File: src/hdl/ses_pkg.sv
// ----------------------------------------------------------------------------
// ses_pkg: shared definitions for the spectral envelope smoother
// widths, filter constants, beat payloads and the cell control group
// ----------------------------------------------------------------------------
`default_nettype none

package ses_pkg;

    localparam int MAX_BINS = 1024;
    localparam int TAPS     = 20;
    localparam int LAG      = 10;

    localparam int IN_W     = 24;
    localparam int MAG_W    = 24;
    localparam int RAD_W    = 2 * MAG_W;
    localparam int COEF_W   = 16;
    localparam int ACC_W    = COEF_W + MAG_W;
    localparam int FRAC_W   = 16;
    localparam int FLUSH_W  = $clog2(LAG + 1);

    // unsigned q0.16 taps, window symmetric about tap 10 except for tap 0
    localparam logic [COEF_W-1:0] COEF [TAPS] = '{
        16'd1180, 16'd1593, 16'd2032, 16'd2477, 16'd2916,
        16'd3329, 16'd3696, 16'd4004, 16'd4234, 16'd4371,
        16'd4424, 16'd4371, 16'd4234, 16'd4004, 16'd3696,
        16'd3329, 16'd2916, 16'd2477, 16'd2032, 16'd1593
    };

    typedef struct packed {
        logic signed [IN_W-1:0] real_part;
        logic signed [IN_W-1:0] imag_part;
        logic                   last_bin;
    } bin_beat_t;

    typedef struct packed {
        logic [MAG_W-1:0] envelope;
        logic             last_of_frame;
    } env_beat_t;

    typedef struct packed {
        logic shift;
        logic clear;
    } chain_ctrl_t;

endpackage

`default_nettype wire

File: src/hdl/ses_cell.sv
// ----------------------------------------------------------------------------
// ses_cell: one tap of the smoothing filter
// holds one delay-line magnitude and adds its weighted value to a passing sum
// ----------------------------------------------------------------------------
`default_nettype none

module ses_cell (
    input  wire logic                         clk,
    input  wire logic                         rst_n,
    input  wire ses_pkg::chain_ctrl_t         ctrl,
    input  wire logic [ses_pkg::COEF_W-1:0]   coef,
    input  wire logic [ses_pkg::MAG_W-1:0]    data_in,
    output logic [ses_pkg::MAG_W-1:0]         data_out,
    input  wire logic [ses_pkg::ACC_W-1:0]    psum_in,
    input  wire logic                         valid_in,
    output logic [ses_pkg::ACC_W-1:0]         psum_out,
    output logic                              valid_out
);

    logic [ses_pkg::MAG_W-1:0] data_reg;
    logic [ses_pkg::ACC_W-1:0] psum_reg;
    logic                      valid_reg;
    logic [ses_pkg::ACC_W-1:0] prod;

    assign prod = coef * data_reg;

    // delay-line entry, zero after reset and after each frame
    always_ff @(posedge clk or negedge rst_n)
    begin
        if (!rst_n)
        begin
            data_reg  <= '0;
            valid_reg <= 1'b0;
        end
        else
        begin
            if (ctrl.clear)
            begin
                data_reg <= '0;
            end
            else if (ctrl.shift)
            begin
                data_reg <= data_in;
            end
            valid_reg <= valid_in;
        end
    end

    always_ff @(posedge clk)
    begin
        if (valid_in)
        begin
            psum_reg <= psum_in + prod;
        end
    end

    assign data_out  = data_reg;
    assign psum_out  = psum_reg;
    assign valid_out = valid_reg;

endmodule

`default_nettype wire

File: config.mk
export PLATFORM = sky130hd
export DESIGN_NAME = ses_cell
export DESIGN_NICKNAME = d
export VERILOG_FILES = /design/src/hdl/ses_pkg.sv /design/src/hdl/ses_cell.sv
export SDC_FILE = /design/constraint.sdc
export NUM_CORES = 1
export LEC_CHECK = 0
export ABC_CLOCK_PERIOD_IN_PS = 10510
export BUFFER_PORTS_ARGS = -buffer_cell sky130_fd_sc_hd__buf_4
export CORE_MARGIN = 8
export CORE_UTILIZATION = 65
export DETAILED_ROUTE_END_ITERATION = 8
export GPL_TIMING_DRIVEN = 0
export PLACE_DENSITY = 0.86
export SLEW_MARGIN = 20
export SYNTH_ARGS = -nofsm -noshare
export SYNTH_HDL_FRONTEND = slang
export SYNTH_SLANG_ARGS = --single-unit
File: constraint.sdc
create_clock -name clk -period 10.51 [get_ports clk]
set_input_delay 0.5255 -clock clk [delete_from_list [all_inputs] [get_ports clk]]
set_output_delay 0.5255 -clock clk [all_outputs]
set_load 0.02 [all_outputs]
Word-level counts from Yosys, hierarchy flattened
Cells that the tools add are included.

storage, ports and cells
  bits in registers = 65
  input port bits = 85
  output and inout bits = 65
  word-level logic and storage cells = 8

cells by class
  add/subtract/negate cells = 1
  multipliers = 1
  mux-type cells = 2
  reduce and logical (&&, ||, !) cells = 1

operator list
  cell                count
  $mux W24            2
  $add A40 B40 Y40    1
  $mul A16 B24 Y40    1
  $reduce_bool A2 Y1  1

Logic depth before layout (Yosys ltp)
Gate-level depths: netlist (run 1).

  depth in word-level cells = 2
  mapped depth = 23
  depth with buffers taken out = 21

Worst setup path before layout (run 1)
Ideal clock, no wire load.

  kind = reg2reg
  start point = reg data_reg, in the netlist data_out[10]
  end point = reg psum_reg, in the netlist psum_out[30], data pin
  library setup time = 261 ps
  arrival time = 5753 ps
  setup slack = 4495 ps
  cell stages (with the launch flop) = 20
  buffers on the path = 1
  period minus slack after synthesis = 6015 ps
  cells stage by stage = dfrtp_1 clkbuf_1 nand2_1 fa_1 fa_1 fa_1 fa_1 inv_1 fa_1 inv_1 fa_1 inv_1 ha_1 a21oi_1 o21ai_1 a21o_1 a211o_1 a311o_1 a211oi_2 xnor2_1

between the ends
  cells in the longest elaborated chain, start to end = 2

RTL lines
  element                 line            text
  start, declared         ses_cell.sv:20  logic [ses_pkg::MAG_W-1:0] data_reg;
  start signal, assigned  ses_cell.sv:43  data_reg <= data_in;
  $mul A16 B24 Y40        ses_cell.sv:25  assign prod = coef * data_reg;
  $add A40 B40 Y40        ses_cell.sv:53  psum_reg <= psum_in + prod;
  end signal, assigned    ses_cell.sv:53
  end, declared           ses_cell.sv:21  logic [ses_pkg::ACC_W-1:0] psum_reg;

Every way passes these cells.
A chain may end at the register's enable or synchronous reset.

Final worst setup path (run 1)
  start point = reg data_reg, in the netlist data_out[22]
  end point = reg psum_reg, in the netlist psum_out[39], data pin

Same word-level chain as after synthesis.

==> summary.txt, run 1 <==
Synthesis
  • Synth Instances: roughly 1,700
  • Sequential share of the synthesized area: between 10 and 15%
  • Synth Warn #: 0
  • Asr flop ratio synth: between 30% and 40%
  • Post-synth EDFFs: 40
  • Cell area after synthesis: 15,800 um^2
  • Post-synth top flop: edfxtp_1
  • Synth cell types: 56
  • Post-Syn Nets: 2,259
  • Mean Syn Cell Area: between 9 and 10 um^2
  • #FFs+latches synth: between 60 and 70

GRT
  • Vias in the first global route: between 10,000 and 15,000
  • Pin count of the biggest net entering global routing: 42
  • Total Routing Usage GR: approximately 31%
  • Number of antenna violations at the first check in global routing: 1
  • Total overflow reported by the global router: 0
  • First-pass GRT wire length: between 60,000 and 70,000 um

Place
  • Placed Cells: ~2,200
  • Dpl hpwl: approximately 36,000 um
  • DP Area: around 17,000 um^2
  • RePlAce Congestion: ~1
  • Port bufs: approximately 150
  • Worst slack, placed: between 3000 and 4000 ps

Clock network
  • Total setup buffers inserted after CTS: 0
  • CTS tree: done
  • Clk pin slew, worst setup/hold paths: approximately 70 ps
  • CTS Buf Count: 9
  • Max clock buf depth: 2
  • H-Tree Depth: 3
  • Clock Tree Root: clkbuf_16
  • Clk_lat worst skew: between 300 and 400 ps
  • CTS Hold Bufs: 0
  • CTS Sinks: 65
  • Post-cts sizing count: 0

Layout
  • Layout cell share with drive strength beyond 1: under 10%
  • Final non-filler cell total: roughly 2,200
  • Final instance area: 17,600 um^2
  • Most common cell after layout, fill and taps aside: inv_1
  • Number of diodes: 0
  • FF+latch area: around 1800 um^2
  • Synthesis-to-finish area growth: 11.5%
  • Commonest non-fill, non-tap cells in the layout: inv_1, fa_1, nand2_1
  • Final Core Density: between 70% and 80%
  • Fillers: around 1,800
  • Multi-input logic area: around 12,000 um^2
  • Post-layout nets: around 2,400

Timing
  • Setup WS post-layout: roughly 3400 ps
  • TNS Setup: 0 ps
  • Final Hold Fails: 0
  • Slew HR: roughly 50%
  • Final period util: 67.3%
  • Final hold slack: between 80 and 90 ps
  • Post-route minimum period: just over 7000 ps
  • Pins Over Slew Limit: 0
  • # setup viols final: 0
  • F_max: between 0.1 and 0.15 GHz
  • Worst Tran Pin Value: ~760 ps
  • Clock Skew: 12.1 ps
  • RSZ-0062 raised after global routing: no

Floorplanning
  • Die Wd: 172 um
  • Overall die height: between 150 and 200 um
  • IO Pins: 150
  • Die ar.: slightly below 30,000 um^2
  • Core Area: 24,100 um^2
  • Row Count: 57
  • Starting Density: approximately two thirds

Worst setup path
  • Crit-path max FO: 10
  • Crit path cell chain: clkbuf_1 -> nand2_1 -> fa_1 -> inv_1 -> fa_1 -> inv_1 -> fa_1 -> inv_1 -> fa_1 -> fa_1 -> inv_1 -> fa_1 -> inv_1 -> ha_1 -> clkbuf_1 -> and4_1 -> nand2b_1 -> a2111oi_4 -> o311ai_2 -> a31oi_1 -> xnor2_1
  • CP Capture Type: flip-flop
  • Most used cell, CP: fa_1
  • CP arrival: 7170 ps
  • Critical path class: flip-flop to flip-flop
  • Buffers and inverters on the worst path: 7
  • CP startpoint kind: flip-flop
  • Cell family with the largest share of critical-path delay: adder cells
  • Critical Path Max Stage Delay: 640 ps
  • Slowest stage cell, crit path: dfrtp_1
  • CP Data Required Time: between 10,000 and 15,000 ps

Pwr
  • P per Cell Area: approximately 230 nW/um^2
  • Total Power: ~4.1 mW
  • Worst VDD drop: 226 uV
  • LEAKAGE: 9.11 nW

Routing
  • Total Wirelength: 43,600 um
  • Routed Antenna Nets: 0
  • Vias per inst: between 5 and 6
  • DR WL/cell: roughly 20 um
  • Initial DRC count: between 1,000 and 1,500
  • Drt first pass iters: 7
  • DR DRC count: 0
  • Via count: approximately 13,000

Hold path
  • Hold crit path type: input pin to asynchronous set/reset pin

Flow run
  • Max Cap Viol: 0

Outcome
  • Status: finished, final reports clean
[where the power goes]
part | internal [mW] | switching, mW
registers | 0.483 | 0.0400
logic | 1.28 | 2.01
clock network | 0.187 | 0.136
[state kept, by name, summed over array words and instances (netlist names)]
signal     flops
psum_out      40
valid_out      1
data_out      24
[cell usage after synthesis, types with 2 or more instances]
master | count | area (um^2)
a211o_1 | 2 | 17.5
nor3_1 | 4 | 20.0
dfrtp_1 | 25 | 626
nor2_1 | 36 | 135
a211oi_1 | 2 | 15.0
fa_1 | 345 | 6910
mux2i_1 | 24 | 240
buf_2 | 3 | 15.0
a21o_1 | 21 | 158
nor2b_1 | 3 | 18.8
xnor2_1 | 23 | 201
or3_1 | 2 | 12.5
o211ai_1 | 3 | 22.5
nand2_1 | 264 | 991
o21ai_0 | 19 | 95.1
o21ai_1 | 7 | 35.0
nand3_1 | 6 | 30.0
and4_1 | 3 | 26.3
o21a_1 | 5 | 37.5
inv_1 | 457 | 1720
and2_1 | 154 | 963
a31oi_1 | 5 | 31.3
ha_1 | 107 | 1340
nand4_1 | 8 | 50.1
xor2_1 | 13 | 114
a21oi_1 | 35 | 175
edfxtp_1 | 40 | 1200
nand2b_1 | 6 | 37.5
clkbuf_1 | 71 | 267
a21oi_2 | 2 | 17.5
a22oi_1 | 2 | 15.0
[layout make-up]
class	count	area share [%]
clock inverter	7	0.440
buffer	75	1.62
inverter	457	9.74
timing repair buffer	148	6.31
clock buffer	9	1.28
multi-input combinational	1125	67.9
tap	324	2.30
sequential	65	10.4
[cells by family (layout without fill, tap and decap cells)]
logic type      after synthesis  in the layout  synth area share (%)
xor+xnor                     36             36                  2.00
compound gates              123            123                  5.39
mux                          24             24                  1.52
buf+inv                     532            696                  12.7
fa+ha+maj                   452            452                  52.2
flops                        65             65                  11.6
simple gates                490            490                  14.7
[routing by layer]
layer  part of all wire [%]  global-route usage [%]  vias up
met1                     34                    35.3     6246
li1                       -                       -     5361
met4                    6.6                    18.6        0
met3                    8.8                    5.25      191
met2                     51                    52.6      725
met5                      0                       0        -
[worst paths after layout]
check	to	depth (start not counted)	slack [ps]	start
max	psum_out[39]$_DFFE_PP_	21	3430	data_out[22]$_DFFE_PN0P_
min	data_out[6]$_DFFE_PN0P_	1	90	rst_n
max reg2reg	psum_out[39]$_DFFE_PP_	21	3430	data_out[22]$_DFFE_PN0P_
min reg2reg	data_out[21]$_DFFE_PN0P_	2	760	data_out[21]$_DFFE_PN0P_
max in group asynchronous	data_out[12]$_DFFE_PN0P_	1	10140	rst_n
min in group clk	data_out[0]$_DFFE_PN0P_	2	380	ctrl[0]
Note: power is estimated with default switching activity, not from simulation.
==> inputs of run 2 (changes only) <==
--- a/config.mk
+++ b/config.mk
@@ -5,13 +5,13 @@
 export SDC_FILE = /design/constraint.sdc
 export NUM_CORES = 1
 export LEC_CHECK = 0
-export ABC_CLOCK_PERIOD_IN_PS = 10510
+export ABC_CLOCK_PERIOD_IN_PS = 7200
 export BUFFER_PORTS_ARGS = -buffer_cell sky130_fd_sc_hd__buf_4
 export CORE_MARGIN = 8
-export CORE_UTILIZATION = 65
+export CORE_UTILIZATION = 63
 export DETAILED_ROUTE_END_ITERATION = 8
 export GPL_TIMING_DRIVEN = 0
-export PLACE_DENSITY = 0.86
+export PLACE_DENSITY = 0.84
 export SLEW_MARGIN = 20
 export SYNTH_ARGS = -nofsm -noshare
 export SYNTH_HDL_FRONTEND = slang
==> constraint.sdc (replaced) <==
create_clock -name clk -period 7.2 [get_ports clk]
set_input_delay 0.36 -clock clk [delete_from_list [all_inputs] [get_ports clk]]
set_output_delay 0.36 -clock clk [all_outputs]
set_load 0.02 [all_outputs]
==> run 2 against run 1 <==
Against the previous run: sequential cell count is the same; non-clock buffer count rose by 1; sequential power grew 46%; critical path depth fell by 2; clock skew rose by 6.3 ps; final area hardly changed; worst hold slack better by 140 ps.
==> summary.txt, run 2 (synthesis results as in run 1) <==
Routing
  • Initial DRC count: 910
  • DR WL/cell: a little under 20 um
  • Vias per inst: 5.61
  • DR DRC count: 0
  • Via count: 12,400
  • Drt first pass iters: 6
  • Routed Antenna Nets: 0
  • Total Wirelength: around 43,000 um

Layout
  • Synthesis-to-finish area growth: 11.5%
  • Final instance area: 17,600 um^2
  • Commonest non-fill, non-tap cells in the layout: inv_1, fa_1, nand2_1
  • Number of diodes: 0
  • Most common cell after layout, fill and taps aside: inv_1
  • FF+latch area: 1830 um^2
  • Final Core Density: approximately 71%
  • Multi-input logic area: around 12,000 um^2
  • Layout cell share with drive strength beyond 1: under 10%
  • Max reg flops: 40
  • Fillers: between 1,500 and 2,000
  • Post-layout nets: ~2,400

GRT
  • First-pass GRT wire length: approximately 70,000 um
  • Total overflow reported by the global router: 0
  • Number of antenna violations at the first check in global routing: 0
  • Total Routing Usage GR: between 20% and 30%
  • Pin count of the biggest net entering global routing: 42
  • Vias in the first global route: between 10,000 and 15,000

Timing
  • Clock Skew: approximately 18 ps
  • Final Hold Fails: 0
  • # setup viols final: 0
  • Pins Over Slew Limit: 0
  • RSZ-0062 raised after global routing: no
  • TNS Setup: 0 ps
  • Final period util: between 90 and 100%
  • Slew HR: 52.9%
  • Setup WS post-layout: 303 ps
  • F_max: about 0.14 GHz
  • Post-route minimum period: roughly 6900 ps
  • Worst Tran Pin Value: about 700 ps

Place
  • Dpl hpwl: approximately 37,000 um
  • Worst slack, placed: approximately 300 ps
  • Port bufs: 148
  • RePlAce Congestion: 0.973
  • DP Area: 17,300 um^2

Pwr
  • Sw frac: 53.1%
  • P per Cell Area: ~340 nW/um^2
  • Worst VDD drop: ~340 uV
  • Clock power share: under 10%
  • P_int: between 2 and 3 mW
  • Flop pwr share: approximately 13%
  • Comb pwr share: about 80%
  • LEAKAGE: 9.12 nW
  • Total Power: ~6.0 mW
  • Switching Power: roughly 3.2 mW

Floorplanning
  • Starting Density: between 60% and 70%
  • Die Wd: 174 um
  • Die ar.: approximately 30,000 um^2
  • Overall die height: roughly 170 um
  • Row Count: slightly below 60
  • IO Pins: 150
  • Core Area: roughly 25,000 um^2

Worst setup path
  • Slowest stage cell, crit path: dfrtp_1
  • Buffers and inverters on the worst path: 5
  • Crit-path max FO: 10
  • CP Capture Type: flip-flop
  • Critical Path Max Stage Delay: approximately 690 ps
  • CP Data Required Time: approximately 7300 ps
  • CP startpoint kind: flip-flop
  • Most used cell, CP: fa_1
  • Crit path cell chain: clkbuf_1 -> nand2_1 -> fa_1 -> inv_1 -> fa_1 -> fa_1 -> fa_1 -> fa_1 -> inv_1 -> fa_1 -> inv_1 -> ha_1 -> clkbuf_1 -> nand4_1 -> nand2b_1 -> a2111oi_4 -> o311ai_2 -> a31oi_1 -> xnor2_1
  • Critical path class: flip-flop to flip-flop
  • CP arrival: roughly 7000 ps
  • Cell family with the largest share of critical-path delay: adder cells

Clock network
  • CTS tree: done
  • Clock Tree Root: clkbuf_16
  • Total setup buffers inserted after CTS: 0
  • CTS Buf Count: 9
  • CTS Sinks: 65
  • Clk pin slew, worst setup/hold paths: 70 ps
  • H-Tree Depth: 3
  • Clk_lat worst skew: between 300 and 400 ps
  • Max clock buf depth: 2

Flow run
  • Max Cap Viol: 0

Hold path
  • Hold crit path type: input pin to flip-flop

Outcome
  • Status: finished, final reports clean
## run 2: path summary, 6_finish.rpt
| path | depth (start not counted) | slack, ps | to | from |
|---|---|---|---|---|
| max in group asynchronous | 2 | 6480 | data_out[13]$_DFFE_PN0P_ | rst_n |
| worst min-delay path | 2 | 220 | data_out[0]$_DFFE_PN0P_ | ctrl[0] |
| worst max register to register | 19 | 300 | psum_out[39]$_DFFE_PP_ | data_out[18]$_DFFE_PN0P_ |
| min in group asynchronous | 2 | 460 | data_out[0]$_DFFE_PN0P_ | rst_n |
| worst max-delay path | 19 | 300 | psum_out[39]$_DFFE_PP_ | data_out[18]$_DFFE_PN0P_ |
| worst min register to register | 2 | 750 | data_out[21]$_DFFE_PN0P_ | data_out[21]$_DFFE_PN0P_ |
## run 2: what timing repair did
action,4_1_cts,5_1_grt
hold buffers,1,0
hold endpoints to repair,25,0
resized for setup,0,11
setup endpoints to repair,0,5
## run 2: layer usage
layer	GRT usage [%]	routed length (um)
met2	50.2	21900
met3	4.69	3420
met5	0	0
met4	18.6	2890
met1	34.3	15100
## run 2: per-stage QoR
step | hold WS, ps | cells
3_5_place_dp | 278 | 2200
4_1_cts | 211 | 2217
6_report | 223 | 2217
3_3_place_gp | 270 | 2200
2_1_floorplan | 64.4 | 1722
5_1_grt | 225 | 2217
## run 2: layout make-up
type,instances,share of cell area (%)
tap,330,2.34
multi-input combinational,1125,67.9
sequential,65,10.4
timing repair buffer,149,6.36
clock buffer,9,1.28
inverter,457,9.74
clock inverter,7,0.305
buffer,75,1.66
## run 2: power groups by stage
stage / Clock (mW) / Sequential, mW / Combinational, mW
floorplan: 0 / 0.900 / 3.31
finish: 0.432 / 0.765 / 4.78
global route: 0.457 / 0.775 / 5.32
global placement: 0 / 0.768 / 4.66
CTS: 0.442 / 0.765 / 4.79
detailed placement: 0 / 0.769 / 4.76
## run 2: worst register-to-register path, delay by kind of cell, from the launching register on
family | cells | cell delay [ps]
buf+inv | 5 | 860
compound gates | 3 | 1030
simple gates | 3 | 680
flops | 1 | 690
fa+ha+maj | 7 | 3310
xor+xnor | 1 | 90
