## src/hdl/ses_pkg.sv

```systemverilog
// ----------------------------------------------------------------------------
// ses_pkg: shared definitions for the spectral envelope smoother
// widths, filter constants, beat payloads and the cell control group
// ----------------------------------------------------------------------------
`default_nettype none

package ses_pkg;

    localparam int MAX_BINS = 1024;
    localparam int TAPS     = 20;
    localparam int LAG      = 10;

    localparam int IN_W     = 24;
    localparam int MAG_W    = 24;
    localparam int RAD_W    = 2 * MAG_W;
    localparam int COEF_W   = 16;
    localparam int ACC_W    = COEF_W + MAG_W;
    localparam int FRAC_W   = 16;
    localparam int FLUSH_W  = $clog2(LAG + 1);

    // unsigned q0.16 taps, window symmetric about tap 10 except for tap 0
    localparam logic [COEF_W-1:0] COEF [TAPS] = '{
        16'd1180, 16'd1593, 16'd2032, 16'd2477, 16'd2916,
        16'd3329, 16'd3696, 16'd4004, 16'd4234, 16'd4371,
        16'd4424, 16'd4371, 16'd4234, 16'd4004, 16'd3696,
        16'd3329, 16'd2916, 16'd2477, 16'd2032, 16'd1593
    };

    typedef struct packed {
        logic signed [IN_W-1:0] real_part;
        logic signed [IN_W-1:0] imag_part;
        logic                   last_bin;
    } bin_beat_t;

    typedef struct packed {
        logic [MAG_W-1:0] envelope;
        logic             last_of_frame;
    } env_beat_t;

    typedef struct packed {
        logic shift;
        logic clear;
    } chain_ctrl_t;

endpackage

`default_nettype wire

```

## src/hdl/ses_isqrt.sv

```systemverilog
// ----------------------------------------------------------------------------
// ses_isqrt: iterative integer square root
// restoring digit-by-digit root, one result bit per cycle
// ----------------------------------------------------------------------------
`default_nettype none

module ses_isqrt (
    input  wire logic                        clk,
    input  wire logic                        rst_n,
    input  wire logic                        start,
    input  wire logic [ses_pkg::RAD_W-1:0]   radicand,
    output logic                             done,
    output logic [ses_pkg::MAG_W-1:0]        root
);

    localparam int STEP_W = $clog2(ses_pkg::MAG_W);
    localparam int REM_W  = ses_pkg::MAG_W + 2;
    localparam int TRY_W  = REM_W + 2;

    logic [ses_pkg::RAD_W-1:0] rad_reg, rad_next;
    logic [REM_W-1:0]          rem_reg, rem_next;
    logic [ses_pkg::MAG_W-1:0] root_reg, root_next;
    logic [STEP_W-1:0]         step_reg, step_next;
    logic                      run_reg, run_next;
    logic                      done_reg, done_next;

    logic [TRY_W-1:0] rem_sh;
    logic [TRY_W-1:0] trial;

    // bring down the next two radicand bits, try root*4+1
    assign rem_sh = {rem_reg, rad_reg[ses_pkg::RAD_W-1 -: 2]};
    assign trial  = {{(TRY_W-ses_pkg::MAG_W-2){1'b0}}, root_reg, 2'b01};

    always_comb
    begin
        rad_next  = rad_reg;
        rem_next  = rem_reg;
        root_next = root_reg;
        step_next = step_reg;
        run_next  = run_reg;
        done_next = 1'b0;
        if (start)
        begin
            rad_next  = radicand;
            rem_next  = '0;
            root_next = '0;
            step_next = '0;
            run_next  = 1'b1;
        end
        else if (run_reg)
        begin
            rad_next = {rad_reg[ses_pkg::RAD_W-3:0], 2'b00};
            if (rem_sh >= trial)
            begin
                rem_next  = REM_W'(rem_sh - trial);
                root_next = {root_reg[ses_pkg::MAG_W-2:0], 1'b1};
            end
            else
            begin
                rem_next  = REM_W'(rem_sh);
                root_next = {root_reg[ses_pkg::MAG_W-2:0], 1'b0};
            end
            step_next = step_reg + 1'b1;
            if (step_reg == STEP_W'(ses_pkg::MAG_W - 1))
            begin
                run_next  = 1'b0;
                done_next = 1'b1;
            end
        end
    end

    always_ff @(posedge clk or negedge rst_n)
    begin
        if (!rst_n)
        begin
            run_reg  <= 1'b0;
            done_reg <= 1'b0;
            step_reg <= '0;
        end
        else
        begin
            run_reg  <= run_next;
            done_reg <= done_next;
            step_reg <= step_next;
        end
    end

    always_ff @(posedge clk)
    begin
        rad_reg  <= rad_next;
        rem_reg  <= rem_next;
        root_reg <= root_next;
    end

    assign done = done_reg;
    assign root = root_reg;

endmodule

`default_nettype wire

```

## config.mk

```make
export PLATFORM = sky130hd
export DESIGN_NAME = ses_isqrt
export DESIGN_NICKNAME = d
export VERILOG_FILES = /design/src/hdl/ses_pkg.sv /design/src/hdl/ses_isqrt.sv
export SDC_FILE = /design/constraint.sdc
export NUM_CORES = 1
export LEC_CHECK = 0
export ABC_AREA = 1
export BUFFER_PORTS_ARGS = -buffer_cell sky130_fd_sc_hd__buf_2
export CORE_MARGIN = 2
export CORE_UTILIZATION = 45
export DETAILED_ROUTE_END_ITERATION = 16
export PLACE_DENSITY = 0.67
export SYNTH_ARGS = -nofsm -noshare
export SYNTH_HDL_FRONTEND = slang
export SYNTH_SLANG_ARGS = --single-unit
export TNS_END_PERCENT = 1
```

## constraint.sdc

```tcl
create_clock -name clk -period 2.6 [get_ports clk]
set_input_delay 0.13 -clock clk [delete_from_list [all_inputs] [get_ports clk]]
set_output_delay 0.13 -clock clk [all_outputs]
set_load 0.01 [all_outputs]
```

* After elaboration in Yosys (flattened, before gate mapping)
Index checks and enable logic that the tools add are counted.
** Operators by class
- $add $sub $neg :: 2
- Multipliers :: 0
- Div/mod/pow operators :: 0
- $lt $le $gt $ge :: 1
- Eq/ne operators :: 1
- Shifts and indexed selects :: 0
- Multiplexer cells :: 12
- Bitwise gates (word level) :: 0
- Reduce and logical (&&, ||, !) cells :: 1
** Operators by type and width (number)
- $mux 48 :: 2
- $ge 28x26->1 :: 1
- $mux 26 :: 1
- $sub 26x26->26 :: 1
- $mux 5 :: 2
- $mux 1 :: 7
- $add 5x1->5 const B :: 1
- $eq 5x5->1 const B :: 1
- $reduce_bool 2->1 :: 1
** Storage, ports and cells
- Register bits :: 105
- Bits in latches :: 0
- Bits in writable memories :: 0
- Memory bits (read-only) :: 0
- Output and inout port bits :: 25
- Logic and storage cells :: 23
- Memories kept :: 0

* Longest topological paths before layout
Gate-level depths: netlist of the first run.
- Word-level depth :: 4
- Mapped depth :: 16

* Worst setup path after synthesis of the first run
No wires, ideal clock.
- Kind :: register to register
- Start :: register run_reg
- End :: register rad_reg[0] in the netlist's numbering, enable pin
- Library setup time :: 0.431 ns
- Data arrival time :: 2.236 ns
- Data required time :: 2.169 ns
- Path slack :: -0.067 ns
- Cell stages (with the launch flop) :: 5
- Path buffers :: 2
- Path through :: dfrtp_1 buf_2 nor2_2 clkinv_1 buf_1
** On the way
- Longest elaborated chain between the ends :: 1
** RTL lines
- start, declared :: RTL line ses_isqrt.sv:24 : logic run_reg, run_next;
- start signal, assigned :: RTL line ses_isqrt.sv:82 : run_reg <= run_next;
- $reduce_bool 2->1 (no line)
- end signal, assigned :: RTL line ses_isqrt.sv:90 : rad_reg <= rad_next;
- end, declared :: RTL line ses_isqrt.sv:20 : logic [ses_pkg::RAD_W-1:0] rad_reg, rad_next;
No other way between the ends.
A chain may end at the register's enable or synchronous reset.

* Worst setup path after layout of the first run
- Start :: register root_reg (netlist bit root[21])
- End :: register rem_reg[13]
** On the way
- Longest elaborated chain between the ends :: 2
** RTL lines
- start, declared :: RTL line ses_isqrt.sv:22 : logic [ses_pkg::MAG_W-1:0] root_reg, root_next;
- start signal, assigned :: RTL line ses_isqrt.sv:92 : root_reg <= root_next;
- $ge 28x26->1 :: RTL line ses_isqrt.sv:53 : if (rem_sh >= trial)
- $mux 26 :: RTL line ses_isqrt.sv:53
- end signal, assigned :: RTL line ses_isqrt.sv:91 : rem_reg <= rem_next;
- end, declared :: RTL line ses_isqrt.sv:21 : logic [REM_W-1:0] rem_reg, rem_next;
No other way between the ends.

==> key figures, run 1 <==
Status
  – Run status: complete, no violations

Setup path
  – Worst r2r dst: rem_reg[13]$_SDFFE_PP0P_
  – Worst Path Max Fanout: 18
  – Setup slack, reg-to-reg: approximately 0.3 ns
  – Crit path launch type: flop
  – Slowest CP cell: ha_1
  – Crit-path most repeated cell: nand2_1
  – WP data arrival: 2.57 ns
  – Critical path class: flop to flop
  – Critical Path RT: roughly 2.9 ns
  – CP endpoint kind: flop
  – Largest stage delay, worst path: roughly 0.37 ns
  – Reg2reg start: root[21]$_SDFFE_PP0P_
  – R2r worst-path depth: 14
  – Cell breakdown of the critical path: inv_1 > ha_1 > nand2_1 > inv_1 > nand2_1 > nand2_1 > nand2_1 > nand2_1 > a21oi_2 > nand3_4 > buf_12 > or2_1 > nand3_1 > nand2_1

Worst hold path
  – Hold Path End: rad_reg[22]$_DFFE_PP_
  – Beginning of the worst hold path: radicand[22]
  – Hold Path Cell Cnt: 3
  – Worst min-delay path category: input port to flop

Layout
  – Antenna Cells: 0
  – Final Non-Filler Cells: 1135
  – Fill count: 1397
  – Final instance area: roughly 7100 µm²
  – Share of layout cells above drive strength 1: 0.139
  – Multi-input logic area: approximately 3000 µm²
  – Max reg flops: 48
  – Nets: 1028
  – Register area: 2620 µm²
  – Area growth syn-to-layout: 14.4%

Timing
  – Slew @ Worst Pin: 0.555 ns
  – Hold slack final: ~0.032 ns
  – Fin crit period: 2.31 ns
  – Rel. slew slack: 0.630
  – Fin Setup TNS: 0 ns
  – Final period util: 0.887
  – Slew Limit Fails: 0
  – Fin. Hold Viols: 0
  – Fmax: 434 MHz
  – Layout Skew: 0.00974 ns
  – Setup violations, final: 0
  – RSZ-0062 raised after global routing: false

Detailed routing
  – DR vias/cell: roughly 4.8
  – Via count: 5438
  – Drt first pass iters: 4
  – DRT Wirelength: 14500 µm
  – 1st-iter DRT viols: 331
  – DR DRC count: 0
  – Antenna-violating nets left: 0
  – Routed len/inst: 12.8 µm

Logic synthesis
  – Sequential fraction of the synthesis area: 0.420
  – Post-synth EDFFs: 48
  – Mapped Area: 6240 µm²
  – Syn avg cell area: 7.13 µm²
  – Synth Warn #: 0
  – Asr flop ratio synth: 0.0667
  – Unique masters post-synth: 40
  – Synth Register Bits: 105
  – Syn Nets: 953
  – Syn Inst Count: 875
  – Ys flop type: dfxtp_1

Place
  – Post-DP HPWL: 11000 µm
  – Dpl cell area: 6820 µm²
  – Gpl congestion: 0.920
  – Placed cells: around 1100
  – IO Port Bufs: 75

Die
  – DIE AREA: about 15000 µm²
  – Initial core utilization: 0.455
  – I/O pin count: 76
  – Die H: about 120 µm
  – Core ar.: between 10000 and 15000 µm²
  – Die width: 122 µm
  – # rows: 43

CTS
  – Root buf cell: clkbuf_16
  – TritonCTS Buffers: 9
  – Clock Path Buffers: 2
  – Clk pin slew, worst setup/hold paths: 0.08 ns
  – Post-CTS Setup Inserts: 0
  – Clk_lat worst skew: 0.37 ns
  – TritonCTS clock tree: done
  – Sink Count: 105
  – # H-tree levels: 3

Global routing
  – First-pass GRT wire length: 24500 µm
  – Initial antenna violation count: 0
  – Vias in the first global route: 5245
  – Largest net degree at the start of global routing: between 50 and 60
  – Congestion Overflow GR: 0
  – Gr usage total: 0.209

Pwr
  – Pleak: 3.79 nW
  – Power Total: between 7 and 8 mW
  – Worst-case vdd ir drop: 0.497 mV
  – Pwr dens: 1110 nW/µm²

Run
  – MaxCap Viol Count: 0
[critical path, delay by kind of cell (launching register included)]
family	cells	cell delay, ns
adder cells (fa/ha/maj)	1	0.37
AO/OA/AOI/OAI	1	0.17
buffers and inverters	3	0.34
flip-flops	1	0.33
AND/OR/NAND/NOR	9	0.98
[cells in the final DEF (no fill, tap or decap), types with 8 or more instances in the layout]
master,instances
clkbuf_16,9
buf_2,75
o22ai_1,23
o21ai_1,10
a21oi_1,28
nand2_1,372
nor2_1,36
nand3_1,30
nand4_1,14
nand3_2,8
ha_1,27
xnor2_1,10
inv_1,131
nor3_1,8
edfxtp_1,48
buf_4,13
dfxtp_1,50
[routing by layer]
| metal | vias up | global-route usage | part of all wire |
|---|---|---|---|
| met2 | 113 | 0.342 | 0.46 |
| met5 | - | 0 | 0 |
| li1 | 2909 | - | - |
| met3 | 32 | 0.0426 | 0.042 |
| met1 | 2384 | 0.271 | 0.47 |
| met4 | 0 | 0.0812 | 0.028 |
[logic make-up after synthesis]
family / Yosys count / synth area share
flip-flops: 105 / 0.420
buffers and inverters: 163 / 0.104
AO/OA/AOI/OAI: 79 / 0.0740
adder cells (fa/ha/maj): 27 / 0.0542
XOR/XNOR: 15 / 0.0211
AND/OR/NAND/NOR: 486 / 0.327
[synthesized netlist by cell type (10+ instances only)]
cell      instances  area share
nand3_1          30       0.024
xnor2_1          10       0.014
nand4_1          14       0.014
nor2_1           36       0.022
o21ai_1          10      0.0080
o22ai_1          23       0.023
nand2_1         372        0.22
clkbuf_1         17       0.010
ha_1             27       0.054
a21oi_1          29       0.023
edfxtp_1         48        0.23
inv_1           131       0.079
dfxtp_1          50        0.16
[layout make-up]
type                    instances  area share
clock inverters                 6     0.00946
well taps                     180      0.0315
clock buffers                  10      0.0335
flip-flops and latches        105       0.367
repair buffers                 90      0.0705
multi-input cells             607       0.416
inverters                     137      0.0720
[report_power, final]
group          switching (mW)  internal, mW
Sequential              0.160          1.99
Clock                   0.695         0.713
Combinational            2.81          1.59
Total                    3.66          4.29
[metrics by stage]
step	utilization	worst slack (ns)
finish	0.520	0.295
global route	0.520	0.0667
CTS	0.520	0.234
detailed placement	0.497	0.248
global placement	0.497	0.277
floorplan	-	0.0640
[how the worst max path moves through the flow]
stage	startpoint	to	slack [ns]	cells past startpoint
after detailed placement	root[0]$_SDFFE_PP0P_	rem_reg[2]$_SDFFE_PP0P_	0.25	12
after CTS	root[0]$_SDFFE_PP0P_	rem_reg[2]$_SDFFE_PP0P_	0.23	12
after global routing	root[8]$_SDFFE_PP0P_	rem_reg[3]$_SDFFE_PP0P_	0.07	12
after floorplan	run_reg$_DFF_PN0_	rad_reg[0]$_SDFFCE_PN0P_	0.06	4
after global placement	root[0]$_SDFFE_PP0P_	rem_reg[3]$_SDFFE_PP0P_	0.28	12
final	root[21]$_SDFFE_PP0P_	rem_reg[13]$_SDFFE_PP0P_	0.29	14
[timing repair]
item                       in CTS  in global routing
hold buffers                    1                  0
setup endpoints to repair       0                  2
hold endpoints to repair        7                  0
resized for setup               0                  1
Power figures use the tool's default switching activity.
==> run 2, diff against run 1 <==
--- a/config.mk
+++ b/config.mk
@@ -11,5 +11,5 @@
 export CORE_UTILIZATION = 45
 export DETAILED_ROUTE_END_ITERATION = 16
-export PLACE_DENSITY = 0.67
+export PLACE_DENSITY = 0.77
 export SYNTH_ARGS = -nofsm -noshare
 export SYNTH_HDL_FRONTEND = slang
==> constraint.sdc (replaced) <==
create_clock -name clk -period 2.6 [get_ports clk]
set_input_delay 0.26 -clock clk [delete_from_list [all_inputs] [get_ports clk]]
set_output_delay 0.26 -clock clk [all_outputs]
set_load 0.01 [all_outputs]
==> run 2 against run 1 <==
Net effect: combinational power fell by 0.9%; maximum frequency down 2.9%; global-route usage shrank 0.43 points; critical path depth fell by 1; non-clock buffer count decreased by 2; sequential power barely moved; worst hold slack improved by 0.12 ns; via count increased by 1.1%; wire length rose by 0.35%; utilization is 0.16 points lower; sequential share of layout area increased by 0.11 points.
==> key figures, run 2 (same netlist as run 1, synthesis figures left out) <==
Die
  – Die width: 122 µm (unchanged)
  – Initial core utilization: 0.455 (unchanged)
  – Core ar.: 13700 µm² (unchanged)
  – # rows: 43 (unchanged)
  – I/O pin count: 76 (unchanged)
  – Die H: 122 µm (unchanged)
  – DIE AREA: 14800 µm² (unchanged)

Layout
  – Multi-input logic area: 2970 µm² (about the same)
  – Max reg flops: 48 (unchanged)
  – Most frequent cells in the layout: nand2_1, inv_1, buf_2 (unchanged)
  – Share of layout cells above drive strength 1: 0.136 (was 0.139)
  – Fill count: 1356 (was 1397)
  – Most common cell after layout, fill and taps aside: nand2_1 (unchanged)
  – Register area: 2620 µm² (unchanged)
  – Nets: 1026 (was 1028)
  – Antenna Cells: 0 (unchanged)
  – Area growth syn-to-layout: 14.1% (was 14.4%)

Pwr
  – Pleak: 3.78 nW (was 3.79 nW)
  – Worst-case vdd ir drop: 0.483 mV (was 0.497 mV)
  – Pwr dens: 1120 nW/µm² (was 1110 nW/µm²)

Timing
  – Rel. slew slack: 0.433 (was 0.630)
  – Setup violations, final: 0 (unchanged)
  – Fin Setup TNS: 0 ns (unchanged)
  – Slew Limit Fails: 0 (unchanged)
  – Fin crit period: 2.37 ns (was 2.31 ns)
  – RSZ-0062 raised after global routing: false (unchanged)
  – Slew @ Worst Pin: 0.850 ns (was 0.555 ns)
  – Fmax: 421 MHz (was 434 MHz)
  – Layout Skew: 0.00986 ns (was 0.00974 ns)
  – Final period util: 0.913 (was 0.887)
  – Fin. Hold Viols: 0 (unchanged)
  – Setup ws final: 0.225 ns (was 0.295 ns)

Setup path
  – Critical Path RT: 2.84 ns (was 2.86 ns)
  – WP buf/inv: 3 (unchanged)
  – Family with the most delay on the worst path: simple AND/OR/NAND/NOR gates (unchanged)
  – Crit path launch type: flop (unchanged)
  – Critical path class: flop to flop (unchanged)
  – Worst Path Max Fanout: 23 (was 18)
  – WP data arrival: 2.61 ns (was 2.57 ns)
  – Largest stage delay, worst path: 0.37 ns (about the same)
  – Cell breakdown of the critical path: inv_1 > ha_1 > nand2_1 > inv_1 > nand2_1 > nand2_1 > nand2_1 > nand2_1 > a21oi_2 > nand3_4 > buf_4 > o211ai_1 > o21ai_1 (was inv_1 > ha_1 > nand2_1 > inv_1 > nand2_1 > nand2_1 > nand2_1 > nand2_1 > a21oi_2 > nand3_4 > buf_12 > or2_1 > nand3_1 > nand2_1)
  – CP endpoint kind: flop (unchanged)
  – Slowest CP cell: ha_1 (unchanged)
  – Crit-path most repeated cell: nand2_1 (unchanged)

Detailed routing
  – Antenna-violating nets left: 0 (unchanged)
  – Met1 wire length: 6740 µm (was 6790 µm)
  – DR vias/cell: 4.85 (was 4.79)
  – 1st-iter DRT viols: 261 (was 331)
  – Drt first pass iters: 4 (unchanged)
  – DRT Wirelength: 14600 µm (was 14500 µm)
  – Routed len/inst: 12.9 µm (was 12.8 µm)
  – Max layer used: met4 (unchanged)
  – DR DRC count: 0 (unchanged)
  – WL met3: 667 µm (was 611 µm)
  – Met2 wire length: 6740 µm (was 6700 µm)
  – Via count: 5498 (was 5438)

CTS
  – Gates resized, CTS repair: 0 (unchanged)
  – TritonCTS clock tree: done (unchanged)
  – Sink Count: 105 (unchanged)
  – Clk_lat worst skew: 0.36 ns (was 0.37 ns)
  – # H-tree levels: 3 (unchanged)
  – TritonCTS Buffers: 9 (unchanged)
  – Post-CTS Setup Inserts: 0 (unchanged)
  – Clock Path Buffers: 2 (unchanged)
  – Clk pin slew, worst setup/hold paths: 0.08 ns (about the same)
  – Root buf cell: clkbuf_16 (unchanged)

Global routing
  – First-pass GRT wire length: 24100 µm (was 24500 µm)
  – Initial antenna violation count: 0 (unchanged)
  – Congestion Overflow GR: 0 (unchanged)
  – Largest net degree at the start of global routing: 56 (unchanged)
  – Vias in the first global route: 5255 (was 5245)
  – Gr usage total: 0.205 (was 0.209)

Status
  – Run status: complete, no violations (unchanged)

Worst hold path
  – Worst min-delay path category: input port to flop (unchanged)

Place
  – Gpl congestion: 0.952 (was 0.920)
  – Post-DP HPWL: 10800 µm (was 11000 µm)
  – IO Port Bufs: 75 (unchanged)
  – Setup WS pre-CTS: 0.259 ns (was 0.248 ns)

Run
  – MaxCap Viol Count: 0 (unchanged)
run 2: changes by cell type in the layout (fill, tap and decap cells not counted):
cell	previous run	this run
clkinvlp_4	0	1
inv_4	1	0
buf_4	13	12
inv_6	0	3
clkbuf_8	1	0
a21oi_2	2	1
a21oi_1	28	29
inv_8	4	1
bufinv_16	0	1
buf_12	1	0
run 2: worst paths after layout:
| kind | start | to | slack [ns] | depth (start not counted) |
|---|---|---|---|---|
| max in group asynchronous | rst_n | step_reg[0]$_DFFE_PN0P_ | 2.16 | 2 |
| setup / recovery | root[21]$_SDFFE_PP0P_ | rem_reg[12]$_SDFFE_PP0P_ | 0.23 | 13 |
| min in group asynchronous | rst_n | step_reg[3]$_DFFE_PN0P_ | 0.28 | 2 |
| hold reg to reg | rem_reg[25]$_SDFFE_PP0P_ | rem_reg[25]$_SDFFE_PP0P_ | 0.46 | 2 |
| hold / removal | radicand[0] | rad_reg[0]$_SDFFCE_PN0P_ | 0.15 | 3 |
| setup reg to reg | root[21]$_SDFFE_PP0P_ | rem_reg[12]$_SDFFE_PP0P_ | 0.23 | 13 |
run 2: per-stage QoR:
step | cells | area [µm²] | hold slack [ns] | utilization | power (mW)
3_3_place_gp | 1116 | 6790 | 0.101 | 0.495 | 6.46
3_5_place_dp | 1116 | 6790 | 0.100 | 0.495 | 6.50
5_1_grt | 1133 | 7120 | 0.160 | 0.519 | 8.74
6_report | 1133 | 7120 | 0.153 | 0.519 | 7.97
2_1_floorplan | 875 | 6250 | -0.0356 | - | 5.63
4_1_cts | 1133 | 7120 | 0.143 | 0.519 | 7.99
run 2: routing by layer:
layer,vias up,track usage
met3,35,0.0426
li1,2901,-
met4,0,0.0862
met5,-,0
met2,135,0.333
met1,2427,0.264
run 2: area by class of cell:
cell class	instances	share of cell area
Inverter	137	0.0722
Timing Repair Buffer	88	0.0668
Tap cell	180	0.0316
Clock inverter	7	0.0128
Multi-Input combinational cell	607	0.417
Clock buffer	9	0.0316
Sequential cell	105	0.368
run 2: worst register-to-register path, cell delays in order, from the launching register on:
cell      delay [ns]
dfxtp_1         0.33
inv_1           0.07
ha_1            0.37
nand2_1         0.17
inv_1           0.06
nand2_1         0.06
nand2_1         0.09
nand2_1         0.10
nand2_1         0.06
a21oi_2         0.15
nand3_4         0.28
buf_4           0.29
o211ai_1        0.16
o21ai_1         0.08
run 2: what timing repair did:
action / CTS / global route
hold endpoints to repair: 7 / 0
hold buffers: 1 / 0
endpoints found under the setup margin: 0 / 0
run 2: power breakdown:
group	leakage, nW	switching [mW]	internal [mW]	total (mW)
logic	2.60	2.79	1.56	4.36
registers	1.03	0.168	1.99	2.16
clock network	0.152	0.682	0.773	1.46
total	3.78	3.64	4.33	7.97
